==> src/hw/rtl/fcrm_pkg.sv <==
// Shared types and constants for the filled circle row mask block.
`timescale 1ns / 1ps

package fcrm_pkg;

    localparam int unsigned CoordWidth  = 16;
    localparam int unsigned RadiusWidth = 5;
    localparam int unsigned ColourWidth = 16;
    localparam int unsigned MaskWidth   = 63;
    localparam int unsigned SquareWidth = 2 * RadiusWidth;
    localparam int unsigned DefaultMaxRadius = 31;

    // Commands from the controller to the datapath.
    typedef struct packed {
        logic load;   // capture a new request
        logic issue;  // start the next row
    } fcrm_cmd_t;

    // Status from the datapath to the controller.
    typedef struct packed {
        logic advance;       // row pipeline moves this cycle
        logic issue_final;   // the row about to be issued is the bottom row
        logic final_taken;   // bottom row item taken at the output
    } fcrm_stat_t;

endpackage

==> src/hw/rtl/fcrm_ctrl.sv <==
// Controller state machine that sequences the rows of one draw request.
`timescale 1ns / 1ps

module fcrm_ctrl (
    input  logic               clk,
    input  logic               rst_n,
    input  logic               in_valid,
    output logic               in_ready,
    output fcrm_pkg::fcrm_cmd_t cmd,
    input  fcrm_pkg::fcrm_stat_t stat
);
    import fcrm_pkg::*;

    typedef enum logic [2:0] {
        ST_IDLE  = 3'b001,
        ST_ISSUE = 3'b010,
        ST_DRAIN = 3'b100
    } state_t;

    state_t state_reg;
    state_t state_next;

    always_comb
    begin
        state_next = state_reg;
        in_ready   = 1'b0;
        cmd        = '0;
        case (state_reg)
            ST_IDLE:
            begin
                in_ready = 1'b1;
                if (in_valid)
                begin
                    cmd.load   = 1'b1;
                    state_next = ST_ISSUE;
                end
            end
            ST_ISSUE:
            begin
                if (stat.advance)
                begin
                    cmd.issue = 1'b1;
                    if (stat.issue_final)
                    begin
                        state_next = ST_DRAIN;
                    end
                end
            end
            ST_DRAIN:
            begin
                if (stat.final_taken)
                begin
                    state_next = ST_IDLE;
                end
            end
            default:
            begin
                state_next = ST_IDLE;
            end
        endcase
    end

    always_ff @(posedge clk or negedge rst_n)
    begin
        if (!rst_n)
        begin
            state_reg <= ST_IDLE;
        end
        else
        begin
            state_reg <= state_next;
        end
    end

endmodule

==> src/hw/rtl/fcrm_datapath.sv <==
// Datapath: request registers, row counter, span limit stage and mask output stage.
`timescale 1ns / 1ps

module fcrm_datapath #(
    parameter int unsigned MAX_RADIUS = fcrm_pkg::DefaultMaxRadius
) (
    input  logic                                     clk,
    input  logic                                     rst_n,
    input  logic signed [fcrm_pkg::CoordWidth-1:0]   center_x,
    input  logic signed [fcrm_pkg::CoordWidth-1:0]   center_y,
    input  logic        [fcrm_pkg::RadiusWidth-1:0]  radius,
    input  logic        [fcrm_pkg::ColourWidth-1:0]  pixel_colour,
    input  fcrm_pkg::fcrm_cmd_t                      cmd,
    output fcrm_pkg::fcrm_stat_t                     stat,
    output logic                                     out_valid,
    input  logic                                     out_ready,
    output logic signed [fcrm_pkg::CoordWidth-1:0]   row_y,
    output logic signed [fcrm_pkg::CoordWidth-1:0]   left_x,
    output logic        [fcrm_pkg::MaskWidth-1:0]    row_mask,
    output logic        [fcrm_pkg::ColourWidth-1:0]  span_colour,
    output logic                                     last_row
);
    import fcrm_pkg::*;

    localparam logic [RadiusWidth-1:0] RadiusCap = RadiusWidth'(MAX_RADIUS);

    // Request registers, stable for the whole request.
    logic        [RadiusWidth-1:0] rad_reg;
    logic        [SquareWidth-1:0] rad_sq_reg;
    logic        [CoordWidth-1:0]  cy_reg;
    logic        [CoordWidth-1:0]  left_reg;
    logic        [ColourWidth-1:0] colour_reg;

    // Row counter, dy from -r to +r.
    logic signed [RadiusWidth:0]   dy_reg;

    // Limit stage.
    logic                          v1_reg;
    logic        [SquareWidth-1:0] lim_reg;
    logic        [CoordWidth-1:0]  row1_reg;
    logic                          last1_reg;

    // Output stage.
    logic                          out_valid_reg;
    logic        [CoordWidth-1:0]  row_out_reg;
    logic        [MaskWidth-1:0]   mask_out_reg;
    logic                          last_out_reg;

    logic        [RadiusWidth-1:0] rad_sat;
    logic        [RadiusWidth-1:0] ady;
    logic        [SquareWidth-1:0] ady_sq;
    logic        [SquareWidth-1:0] lim_next;
    logic        [(1<<RadiusWidth)-1:0] in_span;
    logic        [MaskWidth-1:0]   mask_next;
    logic                          advance;
    logic                          dy_final;

    assign rad_sat  = (radius > RadiusCap) ? RadiusCap : radius;
    assign advance  = !out_valid_reg || out_ready;
    assign dy_final = (dy_reg == $signed({1'b0, rad_reg}));

    assign ady      = dy_reg[RadiusWidth] ? RadiusWidth'(-dy_reg) : dy_reg[RadiusWidth-1:0];
    assign ady_sq   = ady * ady;
    assign lim_next = rad_sq_reg - ady_sq;

    // Offset k lies inside the span when k*k fits under the row limit.
    always_comb
    begin
        for (int k = 0; k < (1 << RadiusWidth); k++)
        begin
            in_span[k] = (SquareWidth'(k * k) <= lim_reg);
        end
    end

    always_comb
    begin
        logic [RadiusWidth:0] offs;
        for (int i = 0; i < MaskWidth; i++)
        begin
            if ((RadiusWidth+1)'(i) >= {1'b0, rad_reg})
            begin
                offs = (RadiusWidth+1)'(i) - {1'b0, rad_reg};
            end
            else
            begin
                offs = {1'b0, rad_reg} - (RadiusWidth+1)'(i);
            end
            mask_next[i] = !offs[RadiusWidth] && in_span[offs[RadiusWidth-1:0]];
        end
    end

    always_ff @(posedge clk)
    begin
        if (cmd.load)
        begin
            rad_reg    <= rad_sat;
            rad_sq_reg <= rad_sat * rad_sat;
            cy_reg     <= center_y;
            left_reg   <= center_x - CoordWidth'(rad_sat);
            colour_reg <= pixel_colour;
            dy_reg     <= -$signed({1'b0, rad_sat});
        end
        else if (cmd.issue)
        begin
            dy_reg <= dy_reg + 1'b1;
        end

        if (advance && cmd.issue)
        begin
            lim_reg   <= lim_next;
            row1_reg  <= cy_reg + CoordWidth'(dy_reg);
            last1_reg <= dy_final;
        end

        if (advance && v1_reg)
        begin
            row_out_reg  <= row1_reg;
            mask_out_reg <= mask_next;
            last_out_reg <= last1_reg;
        end
    end

    always_ff @(posedge clk or negedge rst_n)
    begin
        if (!rst_n)
        begin
            v1_reg        <= 1'b0;
            out_valid_reg <= 1'b0;
        end
        else if (advance)
        begin
            v1_reg        <= cmd.issue;
            out_valid_reg <= v1_reg;
        end
    end

    assign stat.advance     = advance;
    assign stat.issue_final = dy_final;
    assign stat.final_taken = out_valid_reg && out_ready && last_out_reg;

    assign out_valid   = out_valid_reg;
    assign row_y       = row_out_reg;
    assign left_x      = left_reg;
    assign row_mask    = mask_out_reg;
    assign span_colour = colour_reg;
    assign last_row    = last_out_reg;

endmodule

==> src/hw/rtl/filled_circle_row_masks_top.sv <==
// Top level of the filled circle row mask block.
`timescale 1ns / 1ps

// Usage: one draw request item (center_x, center_y, radius, pixel_colour) is taken
// on the input channel when in_valid and in_ready are both high. A radius above
// MAX_RADIUS is clamped to it. The block then emits 2r+1 row items, top row first,
// each with row_y, left_x, a 63-bit row_mask, span_colour and last_row, which is
// set on the bottom row only.
// Timing: the first row item becomes valid once it has passed the limit and mask stages.
// Rows follow at one per cycle while out_ready stays high; the row counter, a
// limit stage (r*r - dy*dy) and a mask stage form a two-deep row pipeline.
// A request therefore keeps the block busy from acceptance until its bottom row
// item is taken at the output.
// in_ready is high only when no row of the previous request is outstanding.
// A stall on out_ready freezes the row pipeline; the waiting row item stays on
// the output ports unchanged until it is taken.
// Reset clears the controller and the pipeline valid bits; the block then waits
// for a request.

module filled_circle_row_masks_top #(
    parameter int unsigned MAX_RADIUS = fcrm_pkg::DefaultMaxRadius
) (
    input  logic                                     clk,
    input  logic                                     rst_n,
    input  logic                                     in_valid,
    output logic                                     in_ready,
    input  logic signed [fcrm_pkg::CoordWidth-1:0]   center_x,
    input  logic signed [fcrm_pkg::CoordWidth-1:0]   center_y,
    input  logic        [fcrm_pkg::RadiusWidth-1:0]  radius,
    input  logic        [fcrm_pkg::ColourWidth-1:0]  pixel_colour,
    output logic                                     out_valid,
    input  logic                                     out_ready,
    output logic signed [fcrm_pkg::CoordWidth-1:0]   row_y,
    output logic signed [fcrm_pkg::CoordWidth-1:0]   left_x,
    output logic        [fcrm_pkg::MaskWidth-1:0]    row_mask,
    output logic        [fcrm_pkg::ColourWidth-1:0]  span_colour,
    output logic                                     last_row
);
    import fcrm_pkg::*;

    fcrm_cmd_t  cmd;
    fcrm_stat_t stat;

    fcrm_ctrl u_ctrl (
        .clk      (clk),
        .rst_n    (rst_n),
        .in_valid (in_valid),
        .in_ready (in_ready),
        .cmd      (cmd),
        .stat     (stat)
    );

    fcrm_datapath #(
        .MAX_RADIUS (MAX_RADIUS)
    ) u_datapath (
        .clk          (clk),
        .rst_n        (rst_n),
        .center_x     (center_x),
        .center_y     (center_y),
        .radius       (radius),
        .pixel_colour (pixel_colour),
        .cmd          (cmd),
        .stat         (stat),
        .out_valid    (out_valid),
        .out_ready    (out_ready),
        .row_y        (row_y),
        .left_x       (left_x),
        .row_mask     (row_mask),
        .span_colour  (span_colour),
        .last_row     (last_row)
    );

`ifndef SYNTHESIS
    // A new request is never taken while rows of the previous one are pending.
    a_no_overlap: assert property (@(posedge clk) disable iff (!rst_n)
        !(in_ready && out_valid))
        else $error("request taken while rows still pending");

    // Once the bottom row is taken, the block is free for the next request.
    a_free_after_last: assert property (@(posedge clk) disable iff (!rst_n)
        (out_valid && out_ready && last_row) |=> in_ready)
        else $error("block not free after bottom row");

    // A taken request keeps the block busy until its rows are out.
    a_busy_after_accept: assert property (@(posedge clk) disable iff (!rst_n)
        (in_valid && in_ready) |=> !in_ready)
        else $error("block free right after taking a request");
`endif

endmodule
==> config.mk <==
export PLATFORM = sky130hd
export DESIGN_NAME = filled_circle_row_masks_top
export DESIGN_NICKNAME = d
export VERILOG_FILES = /design/src/hw/rtl/fcrm_pkg.sv /design/src/hw/rtl/fcrm_ctrl.sv /design/src/hw/rtl/fcrm_datapath.sv /design/src/hw/rtl/filled_circle_row_masks_top.sv
export SDC_FILE = /design/constraint.sdc
export NUM_CORES = 1
export LEC_CHECK = 0
export BUFFER_PORTS_ARGS = -buffer_cell sky130_fd_sc_hd__buf_2
export CAP_MARGIN = 20
export CORE_MARGIN = 2
export CORE_UTILIZATION = 48
export CTS_BUF_LIST = sky130_fd_sc_hd__clkbuf_16
export DETAILED_ROUTE_END_ITERATION = 6
export GPL_TIMING_DRIVEN = 0
export PLACE_DENSITY = 0.69
export SLEW_MARGIN = 20
export SYNTH_ARGS = -nofsm -noshare
export SYNTH_HDL_FRONTEND = slang
export SYNTH_SLANG_ARGS = --single-unit
==> constraint.sdc <==
create_clock -name clk -period 4.8 [get_ports clk]
set_input_delay 0.24 -clock clk [delete_from_list [all_inputs] [get_ports clk]]
set_output_delay 0.24 -clock clk [all_outputs]
set_load 0.05 [all_outputs]
==> metrics.md, run 1 <==
| Metric | Value |
|---|---|
| # IOs | `approximately 170` |
| Crit. End Element | `flop` |
| Core area | `38500 um^2` |
| Hold Path Class | `input pin to flop` |
| Initial antenna violation count | `3` |
| Largest area contributor in the netlist | `edfxtp_1` |
| Worst r2r src | `u_datapath.rad_reg[3]` |
| Synth area leaders | `edfxtp_1 (28%), mux4_2 (13%), mux2i_1 (9.1%), ha_1 (5.5%), xnor2_1 (4.6%)` |
| Hold Crit Start | `center_x[15]` |
| Register area share after synthesis | `between 20% and 30%` |
| Port Buffers | `169` |
| Root buf cell | `clkbuf_16` |
| Worst vdd ir | `787 uV` |
| Worst-path clk slew | `0.08 ns` |
| H-tree lvl count | `4` |
| Synth Cell Area | `18700 um^2` |
| Synth Register Bits | `179` |
| Vias per Instance | `a little under 7` |
| Startpoint Class | `flop` |
| TritonCTS clock tree | `done` |
| Peak Freq | `about 0.21 GHz` |
| Routed wire length | `74700 um` |
| Clock buffer depth | `2` |
| Die width | `201 um` |
| Post-Layout Cell Count | `2665` |
| Tmin final | `4.82 ns` |
| Vias in the first global route | `17.2k` |
| Final Core Density | `56.4%` |
| Worst hold margin | `0.0546 ns` |
| Wire length of the first global-routing pass | `110000 um` |
| WP data required | `a little under 5 ns` |
| Max reg flops | `63` |
| Setup ws final | `-0.0213 ns` |
| Max Transition Viols Final | `0` |
| Detail Route Antenna Nets | `0` |
| GP Congestion | `around 1.0` |
| Clk_lat worst skew | `0.50 ns` |
| Total CTS buffers | `17` |
| Synth async-reset ratio | `2.79%` |
| Wirelength per Cell | `28.0 um` |
| Crit path launch | `u_datapath.rad_reg[3]` |
| RSZ-0062 raised after global routing | `no` |
| Period utilization | `100%` |
| Cell Pwr Density | `842 nW/um^2` |
| Leak | `8.39 nW` |
| EDFF count, synth | `174` |
| Fin. Hold Viols | `0` |
| Crit Path Class | `flop to flop` |
| Layout cells sized above 1 | `between 20% and 30%` |
| Mapped Cells | `1908` |
| Max-cap violations | `0` |
| DRC | `0` |
| Syn Area/Cell | `9.78 um^2` |
| Placed Cells | `2597` |
| Ys flop type | `edfxtp_1` |
| Setup TNS | `-0.0213 ns` |
| Top Usage Layer GRT | `met2` |
| Total gr overflow | `0` |
| Post-synth top cells | `edfxtp_1 (174), nor2_1 (172), mux2i_1 (170)` |
| CP Max Fanout | `14` |
| Chip height | `201 um` |
| Met3 Track Usage GR | `10.1%` |
| Area delta synth->final | `16.2%` |
| Final Setup Violations | `1` |
| Relative slew slack | `between 15 and 20%` |
| Initial Util | `48.5%` |
| Num rows | `72` |
| Via count | `between 15k and 20k` |
| Die Area | `around 40000 um^2` |
| Yosys warns | `0` |
| Slew @ Worst Pin | `1.17 ns` |
| Pin count of the biggest net entering global routing | `60` |
| Mapped Nets | `2061` |
| DR iter-0 viols | `roughly 2.3k` |
| M2 GR Usage | `between 50 and 60%` |
| Filler cell count | `3384` |
| DP Wirelength | `55900 um` |
| Met1 usage | `45.7%` |
| Distinct cells, synth | `93` |
| Status | `finished, violations left` |
| First drt pass iteration count | `6` |
| Most common cell in the synthesized netlist | `edfxtp_1` |
| Failing checks | `setup timing` |
| Worst Path Arrival | `4.99 ns` |
| Tot GR Track Use | `36.7%` |
| CTS Sinks | `179` |
| Net count, final | `between 2k and 2.5k` |
| Final clock skew | `0.0204 ns` |
| Synth top area share | `~28%` |
[kinds of logic (layout without fill, tap and decap cells)]
group                    count (synthesis)  in the layout  synth area share (%)
other                                    0              1                     0
AND/OR/NAND/NOR                        492            492                  12.4
flip-flops                             179            179                  28.7
AO/OA/AOI/OAI                          470            470                  16.5
multiplexers                           315            315                  24.6
XOR/XNOR                               122            122                  5.81
buffers and inverters                  234            472                  5.00
adder cells (fa/ha/maj)                 96             96                  7.00
[repair_timing]
action	in CTS	in global routing
endpoints found under the hold margin	37	0
hold buffers	33	0
gates resized for setup	70	30
setup endpoints to repair	58	29
buffers inserted	5	7
pin swaps	1	3
[stage by stage]
stage               instance area, um^2  setup WS (ns)  power, mW
detailed placement                20200          -1.97       15.9
floorplan                         18700         0.0265       12.5
finish                            21700        -0.0213       18.3
global placement                  20200          -1.95       15.6
CTS                               21500       0.000759       17.8
global route                      21700       0.000481       19.2
[layout make-up]
type | count | area, um^2 | area share (%)
repair buffers | 216 | 1330 | 6.12
flip-flops and latches | 179 | 5350 | 24.7
plain buffers | 143 | 671 | 3.09
diodes | 1 | 2.50 | 0.0115
well taps | 518 | 648 | 2.99
multi-input cells | 1495 | 12700 | 58.7
clock buffers | 17 | 425 | 1.96
clock inverters | 15 | 210 | 0.970
inverters | 81 | 313 | 1.44
[cell usage in the layout (no fill, tap or decap), drive strengths merged, types with 14 or more instances in the layout]
cell         synthesis  routed
ha                  82      82
o211ai              29      29
fa                  14      14
o21ai               94      94
edfxtp             174     174
inv                 77      84
nor2               174     174
a21o                19      19
nor3                21      21
clkbuf              99     108
xnor2              100     100
dlygate4sd3          0      33
buf                 54     235
xor2                22      22
mux2i              173     173
nand2b              14      14
mux2                31      31
nand3               42      42
nand2              125     125
a31oi               31      31
a21oi              137     137
mux4               111     111
a211oi              27      27
nor2b               33      33
[power breakdown]
group	switching (mW)	internal (mW)
clock	0.752	0.760
combinational	8.52	5.36
sequential	0.186	2.68
[path summary, 6_finish.rpt]
check,end,cells after the start,slack [ns]
setup / recovery,u_datapath.row_mask[1],14,-0.02
min in group asynchronous,u_datapath.v1_reg,2,0.07
setup reg to reg,u_datapath.row_mask[1],14,-0.02
max in group asynchronous,u_ctrl.state_reg[0],2,4.51
hold reg to reg,u_datapath.row_y[12],0,0.42
hold / removal,u_datapath.left_x[15],2,0.05
[per-layer routing]
metal  wire length, um  share of wire (%)  vias up
li1                  -                  -     7669
met1             27400                 37     8643
met2             33400                 45     1304
met3              8730                 12      329
met4              5090                6.8        2
met5                11              0.015        -
[critical path, stage by stage (launching register included)]
cell      delay (ns)
edfxtp_1        0.57
buf_2           0.33
inv_1           0.18
buf_4           0.32
clkbuf_8        0.31
ha_2            0.39
ha_4            0.29
inv_1           0.19
o21ai_2         0.31
mux2i_4         0.31
buf_12          0.16
mux4_2          0.50
mux2i_1         0.29
mux2_2          0.26
a221oi_2        0.07
Power figures use the tool's default switching activity.
==> run 2: changes to the inputs <==
--- a/config.mk
+++ b/config.mk
@@ -8,11 +8,11 @@
 export BUFFER_PORTS_ARGS = -buffer_cell sky130_fd_sc_hd__buf_2
 export CAP_MARGIN = 20
 export CORE_MARGIN = 2
-export CORE_UTILIZATION = 48
+export CORE_UTILIZATION = 56
 export CTS_BUF_LIST = sky130_fd_sc_hd__clkbuf_16
 export DETAILED_ROUTE_END_ITERATION = 6
 export GPL_TIMING_DRIVEN = 0
-export PLACE_DENSITY = 0.69
+export PLACE_DENSITY = 0.79
 export SLEW_MARGIN = 20
 export SYNTH_ARGS = -nofsm -noshare
 export SYNTH_HDL_FRONTEND = slang
==> run 2 against run 1 <==
  * The flow finishes with violations (DRC, setup timing)
  * Final area is 0.25% higher
  * Count of clock-buffer cells in the layout stayed put
  * First-iteration DRC count is 23% higher
  * Critical endpoint is now u_datapath.row_mask[10]
  * Largest cell class unchanged
==> metrics.md, run 2 (same netlist as run 1, synthesis figures left out) <==
| Metric | Value |
|---|---|
| First drt pass iteration count | `7 (+1)` |
| Initial Util | `57.1% (+8.6 points)` |
| Post-Layout Cell Count | `2607 (-2.2%)` |
| Max-cap violations | `0 (unchanged)` |
| Sw frac | `52.7% (+0.94 points)` |
| CP Capture Point | `u_datapath.row_mask[10]` |
| Slew @ Worst Pin | `1.35 ns (+0.174 ns)` |
| Die Area | `34800 um^2 (-14%)` |
| Max reg flops | `63 (unchanged)` |
| Via count | `18.9k (+5.2%)` |
| H-tree lvl count | `4 (unchanged)` |
| M1 WL | `28000 um (+2.2%)` |
| Tmin final | `4.84 ns (+0.0183 ns)` |
| Clock Power Share | `7.8% (-0.5 points)` |
| Tot GR Track Use | `45.7% (+9.0 points)` |
| Leak | `8.47 nW (+0.90%)` |
| Wire length of the first global-routing pass | `118000 um (+7.0%)` |
| Worst-path clk slew | `0.08 ns (about the same)` |
| RSZ-0062 raised after global routing | `yes` |
| TritonCTS clock tree | `done` |
| Final clock skew | `0.0180 ns (-0.00239 ns)` |
| Die width | `187 um (-7.3%)` |
| Routed wire length | `81100 um (+8.6%)` |
| Port Buffers | `169 (unchanged)` |
| Pin count of the biggest net entering global routing | `62 (+3.3%)` |
| DR iter-0 viols | `2842 (+23%)` |
| Max Transition Viols Final | `0 (unchanged)` |
| Setup ws final | `-0.0396 ns (-0.0183 ns)` |
| Detail Route Antenna Nets | `0 (unchanged)` |
| Crit Path Class | `flop to flop` |
| Worst r2r src | `u_datapath.rad_reg[2]` |
| Initial antenna violation count | `1 (-2)` |
| Area delta synth->final | `16.5%` |
| Worst hold margin | `0.0583 ns (+0.00370 ns)` |
| Core area | `32700 um^2 (-15%)` |
| Worst R2R End | `u_datapath.row_mask[10]` |
| Net count, final | `2301 (+0.66%)` |
| DRC | `3 (+3)` |
| WP data required | `5.00 ns (+0.03 ns)` |
| Num rows | `66 (-8.3%)` |
| Chip height | `187 um (-7.3%)` |
| Fin. Hold Viols | `0 (unchanged)` |
| Setup TNS | `-0.0637 ns (-0.0423 ns)` |
| Layout cells sized above 1 | `24.0% (+0.67 points)` |
| Worst vdd ir | `914 uV (+16%)` |
| Reg power frac | `15.6% (about the same)` |
| Hold path cells | `2 (unchanged)` |
| Worst Path Arrival | `5.04 ns (+0.05 ns)` |
| Top sig layer | `met5` |
| # IOs | `171 (unchanged)` |
| CP Max Fanout | `13 (-1)` |
| Root buf cell | `clkbuf_16` |
| DP Wirelength | `57200 um (+2.5%)` |
| Placed Cells | `2524 (-2.8%)` |
| Filler cell count | `2527 (-25%)` |
| Vias per Instance | `7.24 (+7.6%)` |
| Startpoint Class | `flop` |
| Final Setup Violations | `2 (+1)` |
| Clk_lat worst skew | `0.49 ns (about the same)` |
| Combinational Power Share | `76.7% (+0.7 points)` |
| Relative slew slack | `10.2% (-9.3 points)` |
| Worst R2R Path Depth | `13 (-1)` |
| Flop2flop setup slack | `-0.04 ns (-0.02 ns)` |
| Vias in the first global route | `18.1k (+5.4%)` |
| Post-Place Cell Area | `20200 um^2 (-0.22%)` |
| Hold Path Class | `input pin to flop` |
| Crit path launch | `u_datapath.rad_reg[2]` |
| GP Congestion | `1.11 (+5.8%)` |
| Status | `finished, violations left` |
| Routed wl met2 | `35300 um (+5.6%)` |
| Most frequent cells in the layout | `buf_2 (201), edfxtp_1 (174), nor2_1 (172)` |
| Final Instance Area | `21700 um^2 (+0.25%)` |
| Cell Pwr Density | `861 nW/um^2 (+2.2%)` |
| Met3 Wirelength | `11200 um (+28%)` |
| Total gr overflow | `0 (unchanged)` |
| NetSw | `9.87 mW (+4.4%)` |
| Failing checks | `DRC, setup timing` |
| Wirelength per Cell | `31.1 um (+11%)` |
| Commonest non-fill, non-tap cell in the layout | `buf_2` |
| Clock buffer depth | `2 (unchanged)` |
| Total power | `18.7 mW (+2.5%)` |
| Crit. End Element | `flop` |
| Total CTS buffers | `17 (unchanged)` |
| CTS Sinks | `179 (unchanged)` |
| Power Internal | `8.84 mW (+0.49%)` |
| Peak Freq | `0.207 GHz (-0.38%)` |
| Period utilization | `101% (+0.38 points)` |
-- run 2: changes by cell type in the layout (fill, tap and decap cells not counted), sizes merged --
cell,delta
inv,+1
diode,+3
bufinv,-1
clkdlybuf4s15,+1
buf,+17
clkbuf,-3
-- run 2: worst min path at each step --
stage,end,startpoint
2_1_floorplan,u_ctrl.state_reg[1],rst_n
3_3_place_gp,u_datapath.v1_reg,rst_n
3_5_place_dp,u_ctrl.state_reg[1],rst_n
4_1_cts,u_datapath.left_x[9],center_x[9]
5_1_grt,u_datapath.left_x[9],center_x[9]
6_report,u_datapath.left_x[9],center_x[9]
-- run 2: routing by layer --
metal,track usage [%],up-vias
li1,-,7694
met1,56.0,8960
met2,71.0,1759
met3,14.4,467
met4,27.8,2
met5,0,-
-- run 2: repair_timing --
action / 4_1_cts / 5_1_grt
resized for setup: 75 / 44
hold buffers: 33 / 0
buffers inserted: 4 / 19
endpoints found under the hold margin: 37 / 0
setup endpoints to repair: 58 / 33
pin swaps: 1 / 7
-- run 2: area by class of cell --
| cell class | count | area, um^2 | area share, % |
|---|---|---|---|
| clock buffers | 17 | 425 | 1.96 |
| inverters | 81 | 310 | 1.43 |
| diodes | 4 | 10.0 | 0.0461 |
| multi-input cells | 1495 | 12800 | 59.0 |
| repair buffers | 230 | 1420 | 6.52 |
| well taps | 442 | 553 | 2.54 |
| plain buffers | 144 | 683 | 3.14 |
| clock inverters | 15 | 163 | 0.748 |
| flip-flops and latches | 179 | 5350 | 24.6 |
-- run 2: power by group through the flow --
stage / Sequential (mW) / Combinational (mW) / Clock (mW)
floorplan: 3.74 / 8.74 / 0
global placement: 2.96 / 12.5 / 0
detailed placement: 2.94 / 13.0 / 0
CTS: 2.90 / 13.4 / 1.44
global route: 2.95 / 15.0 / 1.50
finish: 2.91 / 14.3 / 1.46
-- run 2: stage by stage --
| step | worst slack [ns] | util (%) |
|---|---|---|
| 2_1_floorplan | 0.0265 | - |
| 3_3_place_gp | -1.82 | 61.4 |
| 3_5_place_dp | -1.76 | 61.8 |
| 4_1_cts | -0.0138 | 65.5 |
| 5_1_grt | -0.0779 | 66.4 |
| 6_report | -0.0396 | 66.5 |
-- run 2: critical path, cell delays in order (launching register included) --
cell and delay (ns):
edfxtp_1 0.53, clkbuf_2 0.28, clkbuf_4 0.34, inv_1 0.20, clkbuf_4 0.31, ha_1 0.29
nor2b_1 0.13, clkbuf_1 0.31, a21oi_2 0.51, mux2_2 0.46, mux4_2 0.35, mux2i_1 0.07
mux2_2 0.28, a211oi_1 0.48
